**config.mk**
```make
export PLATFORM = sky130hd
export DESIGN_NAME = wrms_ram
export DESIGN_NICKNAME = d
export VERILOG_FILES = /design/src/wrms_ram.sv
export SDC_FILE = /design/constraint.sdc
export NUM_CORES = 1
export LEC_CHECK = 0
export BUFFER_PORTS_ARGS = -buffer_cell sky130_fd_sc_hd__buf_4
export CORE_ASPECT_RATIO = 2
export CORE_MARGIN = 5
export CORE_UTILIZATION = 39
export DETAILED_ROUTE_END_ITERATION = 8
export PLACE_DENSITY = 0.6
export SETUP_SLACK_MARGIN = 0.4
export SYNTH_ARGS = -nofsm -noshare
export SYNTH_HDL_FRONTEND = slang
export SYNTH_SLANG_ARGS = --single-unit
```
**constraint.sdc**
```tcl
create_clock -name clk -period 2.1 [get_ports clk]
set_clock_uncertainty 0.15 [all_clocks]
set_input_delay 0.315 -clock clk [delete_from_list [all_inputs] [get_ports clk]]
set_output_delay 0.315 -clock clk [all_outputs]
set_load 0.1 [all_outputs]
```
**src/wrms_ram.sv**
```systemverilog
`timescale 1ns / 1ps
// ----------------------------------------------------------------------------
// wrms_ram
// Generic single-write, single-read RAM with registered read data.
// ----------------------------------------------------------------------------
module wrms_ram #(
	parameter int WIDTH = 8,
	parameter int DEPTH = 16
) (
	input  logic                     clk,
	input  logic                     we,
	input  logic [$clog2(DEPTH)-1:0] waddr,
	input  logic [WIDTH-1:0]         wdata,
	input  logic                     re,
	input  logic [$clog2(DEPTH)-1:0] raddr,
	output logic [WIDTH-1:0]         rdata
);
	logic [WIDTH-1:0] mem [DEPTH];

	always_ff @(posedge clk) begin
		if (we) begin
			mem[waddr] <= wdata;
		end
		if (re) begin
			rdata <= mem[raddr];
		end
	end
endmodule

```
### Yosys cells after proc, flatten, opt, wreduce, memory -nomap -nowiden

Memories as Yosys holds them, arrays and structs flattened. A register that Yosys moved wholly into a read port is not among the register bits.
Cells that the tools add are included.

* $add $sub $neg: 0
* bitwise gates (word level): 0
* muxes and demuxes: 2
* multiply operators: 0
* reduce and logical (&&, ||, !) cells: 0
* magnitude comparators: 0
* shifts and indexed selects: 0
* div/mod/pow operators: 0
* equality and inequality tests: 0

Operator list (number)
* $mux W1: 2

* word-level logic and storage cells: 3
* bits in read-only memories: 0
* RAM bits: 128
* flip-flop bits (word level): 0
* memories kept: 1
* output and inout port bits: 8
* latch bits: 0
* bits of input ports: 19

Memories
* mem: words 16, width 8, rd ports 1, clocked after Yosys merged registers in 1, wr ports 1, line 18 `logic [WIDTH-1:0] mem [DEPTH];`

### Longest topological paths before layout

Gate-level depths: netlist of run 1.

* word-level depth: 2
* depth in mapped cells: 5

### Least setup slack after synthesis of run 1

No wires, ideal clock.

* path type: input to register
* start point: input waddr[2]
* end point: memory mem[0][0] (enable)
* slack: 142 ps
* data arrival time: 1425 ps
* setup time: 383 ps
* cell stages on the path: 2
* buffers on the path: 0
* cell sequence: or3b_2 > nor3_1

RTL lines
* from (decl): line 12 `input logic [$clog2(DEPTH)-1:0] waddr,`
* to (decl): line 18

Straight into the memory's write port.

==> results.md, run 1 <==
- number of top-level design ports: 27
- H-tree levels: 4
- Placed Area: 5740 µm²
- worst min path class: input pin to flip-flop
- Layout fillers: 1041
- Final Max Tran Viols: 0
- synthesis warning total: 0
- total clock sinks: 136
- synth unique cells: 18
- syn nets: 248
- sequential area share after synthesis: 0.781
- Congestion Overflow GR: 0
- critical path launch point type: flip-flop
- PnR worst setup slack: 453 ps
- mean instance size in the synthesized netlist: 22.8 µm²
- Hold Buf Count CTS: 0
- number of cells upsized or downsized after cts: 1
- number of buffers created by CTS: 17
- TritonCTS clock tree: done
- number of port buffers: 26
- clock-pin slew of the registers on the worst-case setup and hold paths: 60 ps
- maximum cell stage delay along the critical path: 530 ps
- count of maximum capacitance violations: 0
- via count of the first global-routing pass: 2594
- outcome: completed
- starting density of the core: 0.393
- Longest Clk Path Bufs: 2
- area growth from synthesis to layout: 22.1%
- Cells after DPL: 423
- CP cell instances: mux4_1, a22oi_1, nand2_1
- Tot GR Track Use: 0.134
- drt drc: 0
- transition time at the pin with the least slew margin: 431 ps
- layout cells sized above 1: 0.368
- floorplan row count: 60
- Static Leak: 2.13 nW
- RSZ-0062 raised after global routing: no
- peak supply drop: 790 µV
- clock period minus worst slack: 1650 ps
- wire length of the first global-routing pass: 15400 µm
- startpoint-to-endpoint class of the critical path: flip-flop to flip-flop
- Hold Fails Final Rpt: 0
- Finish-stage setup viols: 0
- Final TNS setup: 0 ps
- post-route antenna net violation count: 0
- crit path max-delay cell type: mux4_1
- Routed wire per std cell: 22.2 µm
- CP Max Fanout: 1
- gate count after technology mapping: 229
- Vias/cell: 5.44
- # diodes: 0
- post-detailed-routing wire length: 10100 µm
- Seq cells post-synth: 136
- Final Net Count: 306
- clock root buffer: clkbuf_16
- post-layout instance count excluding filler cells: 454
- data required time of the worst path: 2090 ps
- endpoint class of the critical path: flip-flop
- pwr dens: 1030 nW/µm²
- source-to-sink clock delay at the later pin of the worst-skew pair: 410 ps
- sum of net half-perimeters after detailed placement: 6580 µm
- total die area: 16000 µm²
- die width: 91.9 µm
- initial antenna violation count: 0
- Vias: 2470
- data arrival time of the worst path: 1640 ps
- core occupancy in the finished layout: 0.481
- area of all placed cells without fillers: 6380 µm²
- highest clock rate: 607 MHz
- remaining max-slew budget at the tightest pin: 0.713
- largest net degree at the start of global routing: 17
- Final period util: 0.784
- Core Area: 13300 µm²
- Placement Setup Slack: 59.2 ps
- die height: 174 µm
- number of search-and-repair iterations in the first detailed-routing pass: 5
- post-synth design cell area: 5230 µm²
- number of setup buffers added after CTS: 0
- placer's final routability congestion estimate: 0.738
- Initial DRC Count: 137
[cells in the mapped netlist]
cell type,number,area [µm²]
a22oi_1,16,120
and2_1,1,6.26
and2b_1,1,7.51
buf_2,3,15.0
buf_4,1,7.51
buf_6,3,33.8
clkdlybuf4s25_2,3,30.0
edfxtp_1,136,4080
mux4_1,14,368
mux4_2,18,405
nand2_1,9,33.8
nand2b_1,2,12.5
nand3_1,1,5.00
nand3b_1,2,15.0
nor2_1,13,48.8
nor2b_1,1,6.26
nor3_1,4,20.0
or3b_2,1,8.76
[report_power, final]
| part | switching [mW] | internal, mW | total [mW] |
|---|---|---|---|
| Combinational | 0.259 | 0.153 | 0.413 |
| Clock | 1.09 | 1.99 | 3.08 |
| Sequential | 0.0157 | 3.06 | 3.07 |
| Total | 1.36 | 5.20 | 6.56 |
[worst paths after layout]
check | startpoint | endpoint | slack, ps | cells after the start
setup / recovery | mem[9][5]$_DFFE_PP_ | rdata[5]$_DFFE_PP_ | 450 | 3
setup reg to reg | mem[9][5]$_DFFE_PP_ | rdata[5]$_DFFE_PP_ | 450 | 3
hold / removal | wdata[4] | mem[14][4]$_DFFE_PP_ | 70 | 1
hold reg to reg | mem[14][7]$_DFFE_PP_ | rdata[7]$_DFFE_PP_ | 610 | 3
[placed cells by master (no fill, tap or decap), types with 3 or more instances in the layout]
cell,instances
a22oi_1,13
a22oi_2,3
buf_12,5
buf_4,44
bufinv_16,4
clkbuf_16,17
clkinvlp_4,6
edfxtp_1,136
mux4_1,7
mux4_2,25
nand2_1,9
nor2_1,13
nor3_1,3
[routing by layer]
metal,global-route usage,vias up,share of wire
met2,0.225,60,0.54
met5,0,-,0
li1,-,1089,-
met3,0.0356,12,0.039
met1,0.166,1309,0.41
met4,0.0502,0,0.015
[area by class of cell]
cell class	count	area (µm²)	share of cell area
well taps	155	194	0.0304
flip-flops and latches	136	4080	0.640
clock inverters	14	200	0.0314
clock buffers	17	425	0.0666
repair buffers	49	430	0.0674
multi-input cells	83	1050	0.165
[state kept, by name, indices dropped and copies added (netlist names)]
| signal | count |
|---|---|
| mem | 128 |
| rdata | 8 |
[logic make-up after synthesis]
group / synth area share
AO/OA/AOI/OAI: 0.0230
buffers and inverters: 0.0165
flip-flops: 0.781
multiplexers: 0.148
AND/OR/NAND/NOR: 0.0314
[critical path: cells and delay by family, from the launching register on]
family,cells,cell delay (ps)
multiplexers,1,530
AO/OA/AOI/OAI,1,250
flip-flops,1,360
AND/OR/NAND/NOR,1,100
[per-stage QoR]
step                      power, mW  hold slack, ps
after floorplan                3.38             264
after global placement         3.54             469
after detailed placement       3.55             479
after CTS                      6.62            51.5
after global routing           6.78            59.4
final                          6.56            65.2
(Power assumes the default switching activity.)
==> inputs of run 2 (changes only) <==
Settings changed: ABC_AREA from default to 1, PLACE_DENSITY 0.6 to 0.62.
Clock period 2.1 ns to 1.5 ns, I/O delays scaled along.
==> run 2 against run 1 <==
Against the previous run:
- routed wire length is 37% higher
- highest routed layer unchanged
- synthesized area is 12% higher
- clock power is 50% higher
- sequential cell count stayed put
- die area is 11% higher
- sequential power is 41% higher
- non-clock buffer count is 2 higher
- cell count is 77% higher
- total power is 48% higher
- synthesized cell count is 140% higher
==> results.md, run 2 <==
- outcome: completed, unchanged
- Layout fillers: 1354, was 1041
- Post-synth EDFFs: 136, unchanged
- sum of net half-perimeters after detailed placement: 9470 µm, was 6580 µm
- pwr dens: 1290 nW/µm², was 1030 nW/µm²
- clock period minus worst slack: 1450 ps
- transition time at the pin with the least slew margin: 410 ps, was 431 ps
- number of setup buffers added after CTS: 0, unchanged
- synth unique cells: 11, was 18
- post-synth design cell area: 5850 µm², was 5230 µm²
- number of flip-flops in the largest register: 128, unchanged
- most frequent cell after synthesis: nand2_1, was edfxtp_1
- total power after layout: 9.74 mW, was 6.56 mW
- clock root buffer: clkbuf_16, unchanged
- PnR worst setup slack: 48.7 ps, was 453 ps
- layout cells sized above 1: 0.264, was 0.368
- peak supply drop: 590 µV, was 790 µV
- category of cells accounting for the largest share of critical-path delay: flip-flops, was multiplexers
- CP cell instances: buf_6, was mux4_1, a22oi_1, nand2_1
- Final TNS setup: 0 ps, unchanged
- register with the most flip-flops: mem, unchanged
- Congestion Overflow GR: 0, unchanged
- highest clock rate: 689 MHz
- core occupancy in the finished layout: 0.510, was 0.481
- CP Max Fanout: 1, unchanged
- Core Area: 14800 µm², was 13300 µm²
- Vias: 3865, was 2470
- drt drc: 0, unchanged
- data arrival time of the worst path: 1080 ps, was 1640 ps
- Placement Setup Slack: -47.6 ps, was 59.2 ps
- Vias/cell: 4.80, was 5.44
- Regs by FF count: mem: 128 flops, rdata: 8 flops, unchanged
- H-tree levels: 4, unchanged
- flip-flop cell with the highest count after synthesis: edfxtp_1, unchanged
- post-layout instance count excluding filler cells: 805, was 454
- clock-pin slew of the registers on the worst-case setup and hold paths: 50 ps, was 60 ps
- Seq cells post-synth: 136, unchanged
- minimum hold slack: 69.3 ps, was 65.2 ps
- via count of the first global-routing pass: 4144, was 2594
- async set-reset flop share out of synthesis: 0, unchanged
- placer's final routability congestion estimate: 0.866, was 0.738
- endpoint class of the critical path: primary output, was flip-flop
- post-route antenna net violation count: 0, unchanged
- number of search-and-repair iterations in the first detailed-routing pass: 4, was 5
- top area cells in the synthesized netlist: edfxtp_1 70%, nand2_1 11%, nand3_1 8.3%, was edfxtp_1 78%, mux4_2 7.8%, mux4_1 7.0%
- most common library cell in the layout ignoring fill and taps: nand2_1, was edfxtp_1
- # diodes: 0, unchanged
- wire length of the first global-routing pass: 21900 µm, was 15400 µm
- number of buffers created by CTS: 25, was 17
- number of top-level design ports: 27, unchanged
- worst min path class: input pin to flip-flop, unchanged
- starting density of the core: 0.395, was 0.393
- Routed wire per std cell: 17.2 µm, was 22.2 µm
- Clk pwr share: 0.474, was 0.469
- largest net degree at the start of global routing: 55, was 17
- Final Max Tran Viols: 0, unchanged
- most frequent cells in the layout: 149 x nand2_1, 136 x edfxtp_1, 95 x inv_1, 53 x nand3_1, 43 x nand3_2, was 136 x edfxtp_1, 44 x buf_4, 25 x mux4_2, 17 x clkbuf_16
- Tot GR Track Use: 0.170, was 0.134
- area share of the leading cell type in the synthesized netlist: 0.698, was 0.781
- Final Net Count: 624, was 306
- data required time of the worst path: 1120 ps, was 2090 ps
- cell type with the highest aggregate area in the netlist: edfxtp_1, unchanged
- combinational cell fraction of total power: 0.083, was 0.063
- mean instance size in the synthesized netlist: 10.6 µm², was 22.8 µm²
- sequential share of power: 0.443, was 0.468
- buffering stage count on the worst path with inverters included: 1, was 0
- Final period util: 0.968
- switching power as a share of total power: 0.214, was 0.208
- Longest Clk Path Bufs: 3, was 2
- total clock sinks: 136, unchanged
- floorplan row count: 63, was 60
- internal power: 7.65 mW, was 5.20 mW
- initial antenna violation count: 0, unchanged
- source-to-sink clock delay at the later pin of the worst-skew pair: 460 ps, was 410 ps
- Finish-stage setup viols: 0, unchanged
- RSZ-0062 raised after global routing: yes, was no
- net switching power figure: 2.09 mW, was 1.36 mW
- crit path max-delay cell type: edfxtp_1, was mux4_1
- remaining max-slew budget at the tightest pin: 0.726, was 0.713
- Hold Fails Final Rpt: 0, unchanged
- Initial DRC Count: 229, was 137
- Placed Area: 6520 µm², was 5740 µm²
- sequential area share after synthesis: 0.698, was 0.781
- area growth from synthesis to layout: 29.4%, was 22.1%
- number of port buffers: 26, unchanged
- critical path launch point type: flip-flop, unchanged
- maximum cell stage delay along the critical path: 420 ps, was 530 ps
- syn nets: 570, was 248
- Static Leak: 3.16 nW, was 2.13 nW
- synthesis warning total: 0, unchanged
- startpoint-to-endpoint class of the critical path: flip-flop to primary output, was flip-flop to flip-flop
- Cells after DPL: 764, was 423
- total die area: 17700 µm², was 16000 µm²
- die width: 96.6 µm, was 91.9 µm
- cell types with the highest counts after synthesis: 173 x nand2_1, 136 x edfxtp_1, 100 x inv_1, was 136 x edfxtp_1, 18 x mux4_2, 16 x a22oi_1
- area of all placed cells without fillers: 7560 µm², was 6380 µm²
- die height: 183 µm, was 174 µm
- gate count after technology mapping: 551, was 229
- post-detailed-routing wire length: 13800 µm, was 10100 µm
- count of maximum capacitance violations: 0, unchanged
- TritonCTS clock tree: done, unchanged
==> run 2: cell types whose count changed after synthesis, sizes merged, moves of 16 or more <==
cell | previous run | this run
nand2 | 9 | 173
mux4 | 32 | 0
a22oi | 16 | 0
buf | 7 | 24
inv | 0 | 102
nand3 | 1 | 97
==> run 2: routing by layer <==
layer | part of all wire | vias to the layer above | track usage
met5 | 0 | - | 0
met4 | 0.044 | 0 | 0.102
met3 | 0.028 | 24 | 0.0230
met2 | 0.58 | 82 | 0.316
met1 | 0.35 | 1875 | 0.173
li1 | - | 1884 | -
==> run 2: layout make-up <==
class / instances / area (µm²) / share of cell area
timing repair buffer: 51 / 573 / 0.0758
clock buffer: 26 / 629 / 0.0832
sequential: 136 / 4080 / 0.540
inverter: 102 / 390 / 0.0516
tap: 195 / 244 / 0.0323
clock inverter: 6 / 50.0 / 0.00662
multi-input combinational: 289 / 1590 / 0.211
==> run 2: cell families (layout without fill, tap and decap cells) <==
family        after synthesis  after routing  synth area share
flops                     136            136             0.698
simple gates              289            289             0.208
buf+inv                   126            185            0.0939
==> run 2: worst paths after layout <==
check                                     startpoint                 end  slack, ps  cells past startpoint
worst min register to register  mem[10][6]$_DFFE_PP_  rdata[6]$_DFFE_PP_        590                      6
worst max-delay path              rdata[3]$_DFFE_PP_            rdata[3]         50                      1
worst min-delay path                        raddr[3]  rdata[6]$_DFFE_PP_         70                      3
worst max register to register  mem[15][2]$_DFFE_PP_  rdata[2]$_DFFE_PP_        280                      6
==> run 2: repair_timing <==
item                                   4_1_cts  5_1_grt
endpoints found under the hold margin      136        0
pin swaps                                   32       20
gates cloned                                 0        0
setup endpoints to repair                   16       16
hold buffers                                 9        0
gates resized for setup                     31       33
==> run 2: power by group through the flow <==
| stage | logic (mW) | registers (mW) | clock network, mW |
|---|---|---|---|
| finish | 0.805 | 4.32 | 4.62 |
| global route | 0.876 | 4.32 | 4.87 |
| detailed placement | 0.723 | 4.39 | 0 |
| global placement | 0.712 | 4.39 | 0 |
| CTS | 0.778 | 4.32 | 4.69 |
| floorplan | 0.356 | 4.51 | 0 |
==> inputs of run 3 (changes only) <==
Settings changed: SETUP_SLACK_MARGIN 0.4 to 0.1.
==> run 3 against run 2 <==
Against the previous run:
- first-iteration DRC count up 21%
- setup slack better by 0.87 ps
- clock power down 15%
- sequential power about the same
- core utilization down 3.9 points
- highest routed layer unchanged
- combinational power down 13%
==> results.md, run 3 (synthesized netlist as in run 2, its figures left out) <==
- Longest Clk Path Bufs: 2, was 3
- most common library cell in the layout ignoring fill and taps: nand2_1, unchanged
- total die area: 17700 µm², unchanged
- total clock sinks: 136, unchanged
- Initial DRC Count: 277, was 229
- Final Net Count: 619, was 624
- largest net degree at the start of global routing: 48, was 55
- drt drc: 0, unchanged
- number of buffers created by CTS: 17, was 25
- outcome: completed, unchanged
- Layout fillers: 1392, was 1354
- register with the most flip-flops: mem, unchanged
- highest clock rate: 689 MHz, about the same
- combined area of the multi-input logic cells: 1210 µm², was 1590 µm²
- TritonCTS clock tree: done, unchanged
- layout cells sized above 1: 0.134, was 0.264
- source-to-sink clock delay at the later pin of the worst-skew pair: 410 ps, was 460 ps
- sum of net half-perimeters after detailed placement: 9370 µm, was 9470 µm
- data arrival time of the worst path: 1080 ps, about the same
- area of all placed cells without fillers: 6980 µm², was 7560 µm²
- category of cells accounting for the largest share of critical-path delay: flip-flops, unchanged
- critical path launch point type: flip-flop, unchanged
- number of flip-flops in the largest register: 128, unchanged
- Vias: 3858, was 3865
- RSZ-0062 raised after global routing: yes, unchanged
- Placed Area: 6360 µm², was 6520 µm²
- Regs by FF count: mem: 128 flops, rdata: 8 flops, unchanged
- die height: 183 µm, unchanged
- Static Leak: 2.99 nW, was 3.16 nW
- number of port buffers: 26, unchanged
- maximum cell stage delay along the critical path: 440 ps, was 420 ps
- worst min path class: input pin to flip-flop, unchanged
- peak supply drop: 646 µV, was 590 µV
- data required time of the worst path: 1120 ps, about the same
- Congestion Overflow GR: 0, unchanged
- Vias/cell: 4.77, was 4.80
- wire length of the first global-routing pass: 21500 µm, was 21900 µm
- transition time at the pin with the least slew margin: 640 ps, was 410 ps
- area growth from synthesis to layout: 19.4%, was 29.4%
- crit path max-delay cell type: edfxtp_1, unchanged
- starting density of the core: 0.395, unchanged
- placer's final routability congestion estimate: 0.891, was 0.866
- floorplan row count: 63, unchanged
- most frequent cells in the layout: 173 x nand2_1, 136 x edfxtp_1, 100 x inv_1, 97 x nand3_1, 39 x buf_4, was 149 x nand2_1, 136 x edfxtp_1, 95 x inv_1, 53 x nand3_1, 43 x nand3_2
- post-detailed-routing wire length: 13700 µm, was 13800 µm
- number of search-and-repair iterations in the first detailed-routing pass: 4, unchanged
- endpoint class of the critical path: primary output, unchanged
- clock root buffer: clkbuf_16, unchanged
- Routed wire per std cell: 17.0 µm, was 17.2 µm
- pwr dens: 1280 nW/µm², was 1290 nW/µm²
- Hold Fails Final Rpt: 0, unchanged
- Core Area: 14800 µm², unchanged
- remaining max-slew budget at the tightest pin: 0.573, was 0.726
- clock-pin slew of the registers on the worst-case setup and hold paths: 60 ps, was 50 ps
- # diodes: 0, unchanged
- Final TNS setup: 0 ps, unchanged
- CP Max Fanout: 1, unchanged
- CP cell instances: buf_6, unchanged
- count of maximum capacitance violations: 0, unchanged
- buffering stage count on the worst path with inverters included: 1, unchanged
- post-route antenna net violation count: 0, unchanged
- number of top-level design ports: 27, unchanged
- via count of the first global-routing pass: 3935, was 4144
- clock period minus worst slack: 1450 ps, about the same
- footprint of the flip-flops and latches: 4080 µm², unchanged
- Final Max Tran Viols: 0, unchanged
- die width: 96.6 µm, unchanged
- startpoint-to-endpoint class of the critical path: flip-flop to primary output, unchanged
- H-tree levels: 4, unchanged
- initial antenna violation count: 0, unchanged
- Finish-stage setup viols: 0, unchanged
- Final period util: 0.967, was 0.968
- Tot GR Track Use: 0.171, was 0.170
-- run 3: changes by cell type in the layout (fill, tap and decap cells not counted), sizes merged --
| cell | change |
|---|---|
| buf | +9 |
| clkinv | +2 |
| dlygate4sd3 | -6 |
| clkinvlp | +4 |
| bufinv | +1 |
| clkbuf | -7 |
-- run 3: final timing paths --
| path | from | end | slack [ps] | cells after the start |
|---|---|---|---|---|
| setup / recovery | rdata[1]$_DFFE_PP_ | rdata[1] | 50 | 1 |
| hold / removal | wdata[0] | mem[11][0]$_DFFE_PP_ | 5 | 1 |
| setup reg to reg | mem[1][7]$_DFFE_PP_ | rdata[7]$_DFFE_PP_ | 210 | 6 |
| hold reg to reg | mem[12][7]$_DFFE_PP_ | rdata[7]$_DFFE_PP_ | 610 | 6 |
-- run 3: per-layer routing --
| metal | vias up | GRT usage | share of wire |
|---|---|---|---|
| met5 | - | 0 | 0 |
| met4 | 0 | 0.0866 | 0.036 |
| met3 | 26 | 0.0337 | 0.033 |
| met2 | 94 | 0.316 | 0.59 |
| met1 | 1865 | 0.175 | 0.35 |
| li1 | 1873 | - | - |
-- run 3: power by group --
part | switching [mW] | total [mW] | internal, mW
combinational | 0.497 | 0.704 | 0.207
clock | 1.48 | 3.91 | 2.43
sequential | 0.0282 | 4.31 | 4.28
total | 2.01 | 8.92 | 6.92
-- run 3: layout make-up --
cell class | count | share of cell area
repair buffers | 54 | 0.0706
inverters | 102 | 0.0548
well taps | 195 | 0.0349
clock inverters | 13 | 0.0188
flip-flops and latches | 136 | 0.585
multi-input cells | 289 | 0.174
clock buffers | 19 | 0.0620
-- run 3: timing repair --
item | CTS | global route
hold endpoints to repair | 26 | 0
hold buffers | 3 | 0
gates cloned | 0 | 0
endpoints found under the setup margin | 8 | 6
buffers inserted | 0 | 0
gates resized for setup | 8 | 0
-- run 3: through the flow --
step	hold WS [ps]	std cells	util	total power, mW	setup slack, ps
final	4.67	808	0.471	8.92	49.5
after CTS	0.411	808	0.471	8.98	29.2
after global placement	384	773	0.429	5.07	-101
after global routing	1.67	808	0.471	9.23	24.4
after floorplan	174	551	-	4.81	174
after detailed placement	383	773	0.429	5.08	-120
